[src/hdl/cgab_pkg.sv]
`timescale 1ns / 1ps

package cgab_pkg;

    localparam int CFG_IDX_W  = 3;
    localparam int CFG_DATA_W = 24;

    localparam logic [CFG_IDX_W-1:0] REG_GLYPH_LEFT  = 3'd0;
    localparam logic [CFG_IDX_W-1:0] REG_GLYPH_TOP   = 3'd1;
    localparam logic [CFG_IDX_W-1:0] REG_CLIP_LEFT   = 3'd2;
    localparam logic [CFG_IDX_W-1:0] REG_CLIP_TOP    = 3'd3;
    localparam logic [CFG_IDX_W-1:0] REG_CLIP_RIGHT  = 3'd4;
    localparam logic [CFG_IDX_W-1:0] REG_CLIP_BOTTOM = 3'd5;
    localparam logic [CFG_IDX_W-1:0] REG_ROW_PITCH   = 3'd6;
    localparam logic [CFG_IDX_W-1:0] REG_TEXT_COLOR  = 3'd7;

    localparam logic [14:0] PITCH_RESET  = 15'd1;
    localparam logic [7:0]  ALPHA_OPAQUE = 8'hFF;
    localparam logic [16:0] ROUND_BIAS   = 17'd128;

    typedef struct packed {
        logic signed [15:0] glyph_left;
        logic signed [15:0] glyph_top;
        logic [14:0]        clip_left;
        logic [14:0]        clip_top;
        logic [14:0]        clip_right;
        logic [14:0]        clip_bottom;
        logic [14:0]        row_pitch;
        logic [23:0]        text_color;
    } cfg_t;

    typedef struct packed {
        logic s1;
        logic s2;
        logic s3;
    } stage_en_t;

endpackage

[src/hdl/cgab_cfg.sv]
`timescale 1ns / 1ps

module cgab_cfg
    import cgab_pkg::*;
(
    input  logic                  clk,
    input  logic                  rst_n,
    input  logic                  cfg_we,
    input  logic [CFG_IDX_W-1:0]  cfg_index,
    input  logic [CFG_DATA_W-1:0] cfg_data,
    output cfg_t                  cfg
);

    cfg_t cfg_reg;
    cfg_t cfg_next;

    always_comb
    begin
        cfg_next = cfg_reg;
        if (cfg_we)
        begin
            case (cfg_index)
                REG_GLYPH_LEFT:  cfg_next.glyph_left  = cfg_data[15:0];
                REG_GLYPH_TOP:   cfg_next.glyph_top   = cfg_data[15:0];
                REG_CLIP_LEFT:   cfg_next.clip_left   = cfg_data[14:0];
                REG_CLIP_TOP:    cfg_next.clip_top    = cfg_data[14:0];
                REG_CLIP_RIGHT:  cfg_next.clip_right  = cfg_data[14:0];
                REG_CLIP_BOTTOM: cfg_next.clip_bottom = cfg_data[14:0];
                REG_ROW_PITCH:   cfg_next.row_pitch   = cfg_data[14:0];
                REG_TEXT_COLOR:  cfg_next.text_color  = cfg_data[23:0];
                default:         cfg_next = cfg_reg;
            endcase
        end
    end

    always_ff @(posedge clk or negedge rst_n)
    begin
        if (!rst_n)
        begin
            cfg_reg.glyph_left  <= '0;
            cfg_reg.glyph_top   <= '0;
            cfg_reg.clip_left   <= '0;
            cfg_reg.clip_top    <= '0;
            cfg_reg.clip_right  <= '0;
            cfg_reg.clip_bottom <= '0;
            cfg_reg.row_pitch   <= PITCH_RESET;
            cfg_reg.text_color  <= '0;
        end
        else
        begin
            cfg_reg <= cfg_next;
        end
    end

    assign cfg = cfg_reg;

endmodule

[src/hdl/cgab_locate.sv]
`timescale 1ns / 1ps

module cgab_locate
    import cgab_pkg::*;
#(
    parameter int MAX_GLYPH_DIM = 1024
)
(
    input  logic        clk,
    input  stage_en_t   en,
    input  cfg_t        cfg,
    input  logic [9:0]  glyph_col,
    input  logic [9:0]  glyph_row,
    input  logic        we_s2,
    output logic        inside_s2,
    output logic [29:0] pixel_index
);

    localparam logic [12:0] GLYPH_LIM = 13'(MAX_GLYPH_DIM);

    logic signed [16:0] dx_reg;
    logic signed [16:0] dy_reg;
    logic               in_glyph_reg;
    logic signed [16:0] dx_next;
    logic signed [16:0] dy_next;
    logic               in_glyph_next;

    logic               inside_reg;
    logic               inside_next;
    logic [29:0]        prod_reg;
    logic [29:0]        prod_next;
    logic [14:0]        dx_lo_reg;

    logic [29:0]        index_reg;
    logic [29:0]        index_next;
    logic [30:0]        index_sum;

    always_comb
    begin
        dx_next = {cfg.glyph_left[15], cfg.glyph_left} + $signed({7'd0, glyph_col});
        dy_next = {cfg.glyph_top[15], cfg.glyph_top} + $signed({7'd0, glyph_row});
        in_glyph_next = ({3'b000, glyph_col} < GLYPH_LIM) && ({3'b000, glyph_row} < GLYPH_LIM);
    end

    always_comb
    begin
        inside_next = in_glyph_reg
            && (dx_reg >= $signed({2'b00, cfg.clip_left}))
            && (dx_reg <  $signed({2'b00, cfg.clip_right}))
            && (dy_reg >= $signed({2'b00, cfg.clip_top}))
            && (dy_reg <  $signed({2'b00, cfg.clip_bottom}));
        prod_next = 30'(dy_reg[14:0]) * 30'(cfg.row_pitch);
    end

    always_comb
    begin
        index_sum  = {1'b0, prod_reg} + {16'd0, dx_lo_reg};
        index_next = we_s2 ? index_sum[29:0] : '0;
    end

    always_ff @(posedge clk)
    begin
        if (en.s1)
        begin
            dx_reg       <= dx_next;
            dy_reg       <= dy_next;
            in_glyph_reg <= in_glyph_next;
        end
        if (en.s2)
        begin
            inside_reg <= inside_next;
            prod_reg   <= prod_next;
            dx_lo_reg  <= dx_reg[14:0];
        end
        if (en.s3)
        begin
            index_reg <= index_next;
        end
    end

    assign inside_s2   = inside_reg;
    assign pixel_index = index_reg;

endmodule

[src/hdl/cgab_blend.sv]
`timescale 1ns / 1ps

module cgab_blend
    import cgab_pkg::*;
(
    input  logic        clk,
    input  stage_en_t   en,
    input  cfg_t        cfg,
    input  logic        kind,
    input  logic [31:0] background_pixel,
    input  logic [31:0] source_color,
    input  logic [7:0]  coverage,
    input  logic        we_s2,
    output logic        clear_s2,
    output logic [31:0] blended_pixel
);

    logic        kind_reg;
    logic [31:0] bg1_reg;
    logic [31:0] src1_reg;
    logic [7:0]  cov_reg;

    logic [7:0]  alpha;
    logic [7:0]  weight;
    logic [7:0]  inv;
    logic [2:0][7:0]  fg;
    logic [2:0][15:0] pfg_next;
    logic [2:0][15:0] pbg_next;

    logic [2:0][15:0] pfg_reg;
    logic [2:0][15:0] pbg_reg;
    logic        clear_reg;
    logic        opaque_reg;
    logic [31:0] bg2_reg;
    logic [23:0] src_rgb_reg;

    logic [2:0][16:0] sum;
    logic [2:0][7:0]  mix;
    logic [31:0] pixel_next;
    logic [31:0] pixel_reg;

    always_comb
    begin
        alpha  = kind_reg ? src1_reg[31:24] : cov_reg;
        weight = kind_reg ? ALPHA_OPAQUE : cov_reg;
        inv    = ALPHA_OPAQUE - alpha;
        for (int c = 0; c < 3; c++)
        begin
            fg[c]       = kind_reg ? src1_reg[8*c +: 8] : cfg.text_color[8*c +: 8];
            pfg_next[c] = 16'(fg[c]) * 16'(weight);
            pbg_next[c] = 16'(bg1_reg[8*c +: 8]) * 16'(inv);
        end
    end

    always_comb
    begin
        for (int c = 0; c < 3; c++)
        begin
            sum[c] = {1'b0, pfg_reg[c]} + {1'b0, pbg_reg[c]} + ROUND_BIAS;
            mix[c] = sum[c][15:8];
        end
        if (!we_s2)
        begin
            pixel_next = bg2_reg;
        end
        else if (opaque_reg)
        begin
            pixel_next = {bg2_reg[31:24], src_rgb_reg};
        end
        else
        begin
            pixel_next = {bg2_reg[31:24], mix[2], mix[1], mix[0]};
        end
    end

    always_ff @(posedge clk)
    begin
        if (en.s1)
        begin
            kind_reg <= kind;
            bg1_reg  <= background_pixel;
            src1_reg <= source_color;
            cov_reg  <= coverage;
        end
        if (en.s2)
        begin
            pfg_reg     <= pfg_next;
            pbg_reg     <= pbg_next;
            clear_reg   <= (alpha == 8'd0);
            opaque_reg  <= kind_reg && (alpha == ALPHA_OPAQUE);
            bg2_reg     <= bg1_reg;
            src_rgb_reg <= src1_reg[23:0];
        end
        if (en.s3)
        begin
            pixel_reg <= pixel_next;
        end
    end

    assign clear_s2      = clear_reg;
    assign blended_pixel = pixel_reg;

endmodule

[src/hdl/clipped_glyph_alpha_blender.sv]
`timescale 1ns / 1ps

// Channel   Handshake            Payload
// input     in_valid/in_stall    kind, glyph_col, glyph_row, background_pixel,
//                                source_color, coverage
// output    out_valid/out_stall  write_enable, pixel_index, blended_pixel
// config    cfg_we               cfg_index, cfg_data
//
// One transfer per cycle in and out while in_stall and out_stall are low; a result is
// presented once its input has passed three register stages: origin add, clip test with the
// six channel products and the row multiplier, then the rounding adds and index add into the
// output register.
// Reset clears the stage valid bits and loads the register defaults (row_pitch 1).
// Each stage loads when empty or when the next one moves; in_stall rises only when all
// three stages are full and out_stall is high.

module clipped_glyph_alpha_blender
    import cgab_pkg::*;
#(
    parameter int MAX_GLYPH_DIM = 1024
)
(
    input  logic                  clk,
    input  logic                  rst_n,
    input  logic                  in_valid,
    output logic                  in_stall,
    input  logic                  kind,
    input  logic [9:0]            glyph_col,
    input  logic [9:0]            glyph_row,
    input  logic [31:0]           background_pixel,
    input  logic [31:0]           source_color,
    input  logic [7:0]            coverage,
    output logic                  out_valid,
    input  logic                  out_stall,
    output logic                  write_enable,
    output logic [29:0]           pixel_index,
    output logic [31:0]           blended_pixel,
    input  logic                  cfg_we,
    input  logic [CFG_IDX_W-1:0]  cfg_index,
    input  logic [CFG_DATA_W-1:0] cfg_data
);

    cfg_t      cfg;
    stage_en_t en;

    logic v1_reg;
    logic v2_reg;
    logic v3_reg;
    logic v1_next;
    logic v2_next;
    logic v3_next;

    logic inside_s2;
    logic clear_s2;
    logic we_s2;
    logic we_reg;

    always_comb
    begin
        en.s3   = !v3_reg || !out_stall;
        en.s2   = !v2_reg || en.s3;
        en.s1   = !v1_reg || en.s2;
        v1_next = en.s1 ? in_valid : v1_reg;
        v2_next = en.s2 ? v1_reg : v2_reg;
        v3_next = en.s3 ? v2_reg : v3_reg;
        we_s2   = inside_s2 && !clear_s2;
    end

    always_ff @(posedge clk or negedge rst_n)
    begin
        if (!rst_n)
        begin
            v1_reg <= 1'b0;
            v2_reg <= 1'b0;
            v3_reg <= 1'b0;
        end
        else
        begin
            v1_reg <= v1_next;
            v2_reg <= v2_next;
            v3_reg <= v3_next;
        end
    end

    always_ff @(posedge clk)
    begin
        if (en.s3)
        begin
            we_reg <= we_s2;
        end
    end

    cgab_cfg u_cfg (
        .clk       (clk),
        .rst_n     (rst_n),
        .cfg_we    (cfg_we),
        .cfg_index (cfg_index),
        .cfg_data  (cfg_data),
        .cfg       (cfg)
    );

    cgab_locate #(
        .MAX_GLYPH_DIM (MAX_GLYPH_DIM)
    ) u_locate (
        .clk         (clk),
        .en          (en),
        .cfg         (cfg),
        .glyph_col   (glyph_col),
        .glyph_row   (glyph_row),
        .we_s2       (we_s2),
        .inside_s2   (inside_s2),
        .pixel_index (pixel_index)
    );

    cgab_blend u_blend (
        .clk              (clk),
        .en               (en),
        .cfg              (cfg),
        .kind             (kind),
        .background_pixel (background_pixel),
        .source_color     (source_color),
        .coverage         (coverage),
        .we_s2            (we_s2),
        .clear_s2         (clear_s2),
        .blended_pixel    (blended_pixel)
    );

    assign in_stall     = !en.s1;
    assign out_valid    = v3_reg;
    assign write_enable = we_reg;

endmodule

[config.mk]
export PLATFORM = sky130hd
export DESIGN_NAME = clipped_glyph_alpha_blender
export DESIGN_NICKNAME = d
export VERILOG_FILES = /design/src/hdl/cgab_pkg.sv /design/src/hdl/cgab_cfg.sv /design/src/hdl/cgab_locate.sv /design/src/hdl/cgab_blend.sv /design/src/hdl/clipped_glyph_alpha_blender.sv
export SDC_FILE = /design/constraint.sdc
export NUM_CORES = 2
export LEC_CHECK = 0
export BUFFER_PORTS_ARGS = -buffer_cell sky130_fd_sc_hd__buf_2
export CAP_MARGIN = 20
export CORE_AREA = 2 2 262 264
export CTS_BUF_LIST = sky130_fd_sc_hd__clkbuf_8
export DETAILED_ROUTE_END_ITERATION = 6
export DIE_AREA = 0 0 264 266
export PLACE_DENSITY = 0.78
export SLEW_MARGIN = 20
export SYNTH_ARGS = -nofsm -noshare
export SYNTH_HDL_FRONTEND = slang
export SYNTH_SLANG_ARGS = --single-unit
[constraint.sdc]
create_clock -name clk -period 7.85 [get_ports clk]
set_clock_uncertainty 0.05 [all_clocks]
set_input_delay 1.57 -clock clk [delete_from_list [all_inputs] [get_ports clk]]
set_output_delay 1.57 -clock clk [all_outputs]
set_load 0.005 [all_outputs]
==> impl_summary.txt <==
----------------------------------------------------
[Global routing]
  Number of antenna violations at the first check in global routing ... 4
  Total global routing overflow ... 0
  Total Routing Usage GR ... 0.282
  Global-route wire length before repair ... 155 mm
  Largest net degree at the start of global routing ... 79
  Vias in the first global route ... 29400

[Route]
  Post-detailed-routing wire length ... 96.7 mm
  Via count ... 28800
  1st-iter DRT viols ... 2137
  First-pass DRT Iterations ... 5
  Number of antenna-violating nets in the routed design ... 0
  Average vias per placed instance ... 5.66
  Detailed-route wire length per cell ... 19.0 um
  Drt drc ... 0

[Synthesis]
  Dominant combinational cell family by area after synthesis ... adder cells
  Count of yosys warnings during synthesis ... 0
  Mean instance size in the synthesized netlist ... 10.7 um^2
  Top_reg_cell synth ... edfxtp_1
  Syn_nets ... 4916
  Sequential share of the synthesized area ... 0.344
  Simple-gate share of the synthesized area ... 0.127
  Fraction of the mapped netlist area in adder cells ... 0.328
  Register bit total from synthesis ... 504
  Mapped Area ... 0.0420 mm^2
  Cells after synthesis ... 3921
  Multiplexer share of the synthesized area ... 0.0385
  Cell variety after synth ... 76
  Compound-Gate Fraction of Synth Area ... 0.0667
  Area share of xor/xnor cells in the synthesized design ... 0.0319
  Number of synthesized flops with an enable pin ... 370
  Async set or reset register ratio after synthesis ... 0.266

[STA]
  Post-route clock period utilization ... 0.847
  Peak clock frequency supported by timing ... 150 MHz
  Final Hold Viols ... 0
  Tightest Pin Transition ... 1.01 ns
  Final setup vio count ... 0
  Worst slew margin ... 0.329
  Unrepaired setup endpoints after global routing ... no
  Min Tclk post-route ... 6.65 ns
  Final Slew Violations ... 0
  Setup TNS after final layout ... 0 ns
  PnR worst setup slack ... 1.20 ns

[Clock network]
  Total number of clock tree sinks ... 504
  Number of instances resized during post-cts repair ... 0
  Clock buffers created by TritonCTS ... 90
  CTS tree ... built
  Cell at the root of the clock tree ... clkbuf_8
  Clock slew seen by the registers of the worst setup and hold paths ... 0.06 ns
  Worst skew pair latency ... 0.71 ns
  Hold Buf Count CTS ... 0
  H-tree levels ... 3
  Post-CTS Setup Bufs ... 0
  Maximum number of buffers from clock root to sink ... 3

[Place]
  Routability-driven placement congestion ratio ... 0.899
  Worst slack at placement ... 1.25 ns
  PortBufs ... 189
  Placed insts ... 4921
  Placed wire-length estimate ... 73.7 mm

[Worst setup path]
  Worst Path Max Fanout ... 17
  Crit path kind ... flip-flop to flip-flop
  Data required time of the worst path ... 8.26 ns
  WP data arrival ... 7.06 ns
  Startpoint class of the critical path ... flip-flop
  Endpoint kind of the worst setup timing path ... flip-flop

[Die]
  Vertical die dimension ... 266 um
  Die boundary width ... 264 um
  Rows ... 96
  Ports ... 190
  Core Area ... 0.0677 mm^2
  Die footprint ... 0.0702 mm^2
  Starting density of the core ... 0.620

[Cells and area]
  Post-route insts no fill ... 5089
  Largest register FFs ... 131
  Commonest cells after routing, fill and taps aside ... inv_1, ha_1, fa_1
  Number of nets in the layout ... 5126
  Fraction of layout cells with a size suffix above 1 ... 0.124
  Most common library cell in the layout ignoring fill and taps ... inv_1
  Synth-to-layout area growth ... 9.32%
  Multi-input gate area ... 0.0250 mm^2
  FF/Latch Area ... 0.0145 mm^2
  Filler Cells Inserted ... 5072

[Status]
  Result of the run ... completed

[Min path]
  Type of the tightest min-delay check ... flip-flop to flip-flop

[Job]
  Max-Cap Viols ... 0

----------------------------------------------------
==> layout make-up <==
cell class              count  share of cell area
diodes                      1           0.0000545
clock buffers              98              0.0294
clock inverters            69              0.0122
inverters                 606              0.0495
multi-input cells        2703               0.543
flip-flops and latches    504               0.315
well taps                 882              0.0240
repair buffers            226              0.0268
==> critical path, stage by stage (launching register included) <==
cell	delay, ns
edfxtp_1	0.65
and2_1	0.27
fa_1	0.54
inv_1	0.06
fa_1	0.52
inv_1	0.06
fa_1	0.49
inv_1	0.05
fa_1	0.53
inv_1	0.05
fa_1	0.47
inv_1	0.05
fa_1	0.47
inv_1	0.04
ha_1	0.33
o21ai_0	0.24
o21bai_1	0.11
a311oi_1	0.33
o211ai_1	0.24
a2111oi_0	0.44
o21bai_1	0.13
a21oi_1	0.18
xnor2_1	0.08
==> layer usage <==
metal | wire [um] | vias to the layer above | track usage
met5 | 24 | - | 0
met4 | 3270 | 4 | 0.104
met3 | 7580 | 177 | 0.0525
met2 | 43200 | 1030 | 0.443
met1 | 42600 | 14200 | 0.394
li1 | - | 13400 | -
==> stage by stage <==
stage | cell area [um^2] | utilization | hold slack [ns]
after detailed placement | 44000 | 0.650 | 0.355
after global routing | 46000 | 0.678 | 0.374
after floorplan | 42000 | - | 0.350
after global placement | 44000 | 0.650 | 0.350
after CTS | 45900 | 0.678 | 0.367
final | 46000 | 0.678 | 0.367
==> kinds of logic (layout without fill, tap and decap cells) <==
kind of cell | Yosys count | count (layout)
AO/OA/AOI/OAI | 432 | 432
XOR/XNOR | 153 | 153
adder cells (fa/ha/maj) | 870 | 870
buffers and inverters | 714 | 999
flip-flops | 504 | 504
multiplexers | 147 | 147
other | 0 | 1
AND/OR/NAND/NOR | 1101 | 1101
==> synth_stat cells, types with 9 or more instances <==
cell type	instances	area [um^2]
a21boi_1	16	120
a21o_1	39	293
a21oi_1	122	611
a31oi_1	12	75.1
and2_1	257	1610
and3_1	13	81.3
buf_1	10	37.5
clkbuf_1	95	357
dfrtp_1	133	3330
edfxtp_1	370	11100
fa_1	386	7730
ha_1	484	6060
inv_1	605	2270
mux2_2	110	1240
mux2i_1	29	290
nand2_1	386	1450
nand2b_1	14	87.6
nand3_1	43	215
nand4_1	14	87.6
nor2_1	216	811
nor2b_1	29	181
nor3_1	44	220
nor3b_1	10	75.1
o211ai_1	11	82.6
o21a_1	24	180
o21ai_0	69	345
o21ai_1	43	215
o31ai_1	9	67.6
or2_2	28	175
or3_1	20	125
xnor2_1	122	1070
xor2_1	31	272
==> worst paths after layout <==
path | start | endpoint | slack, ns | depth (start not counted)
min in group asynchronous | rst_n | u_cfg.cfg[31] | 0.78 | 1
worst min-delay path | u_blend.bg1_reg[29] | u_blend.bg2_reg[29] | 0.37 | 0
worst min register to register | u_blend.bg1_reg[29] | u_blend.bg2_reg[29] | 0.37 | 0
worst max register to register | u_locate.dy_reg[10] | u_locate.prod_reg[28] | 1.20 | 22
max in group asynchronous | rst_n | out_valid | 5.77 | 2
worst max-delay path | u_locate.dy_reg[10] | u_locate.prod_reg[28] | 1.20 | 22
Power is not shown: default switching activity piles up to over one toggle a cycle in this logic, so the estimate is an artifact.
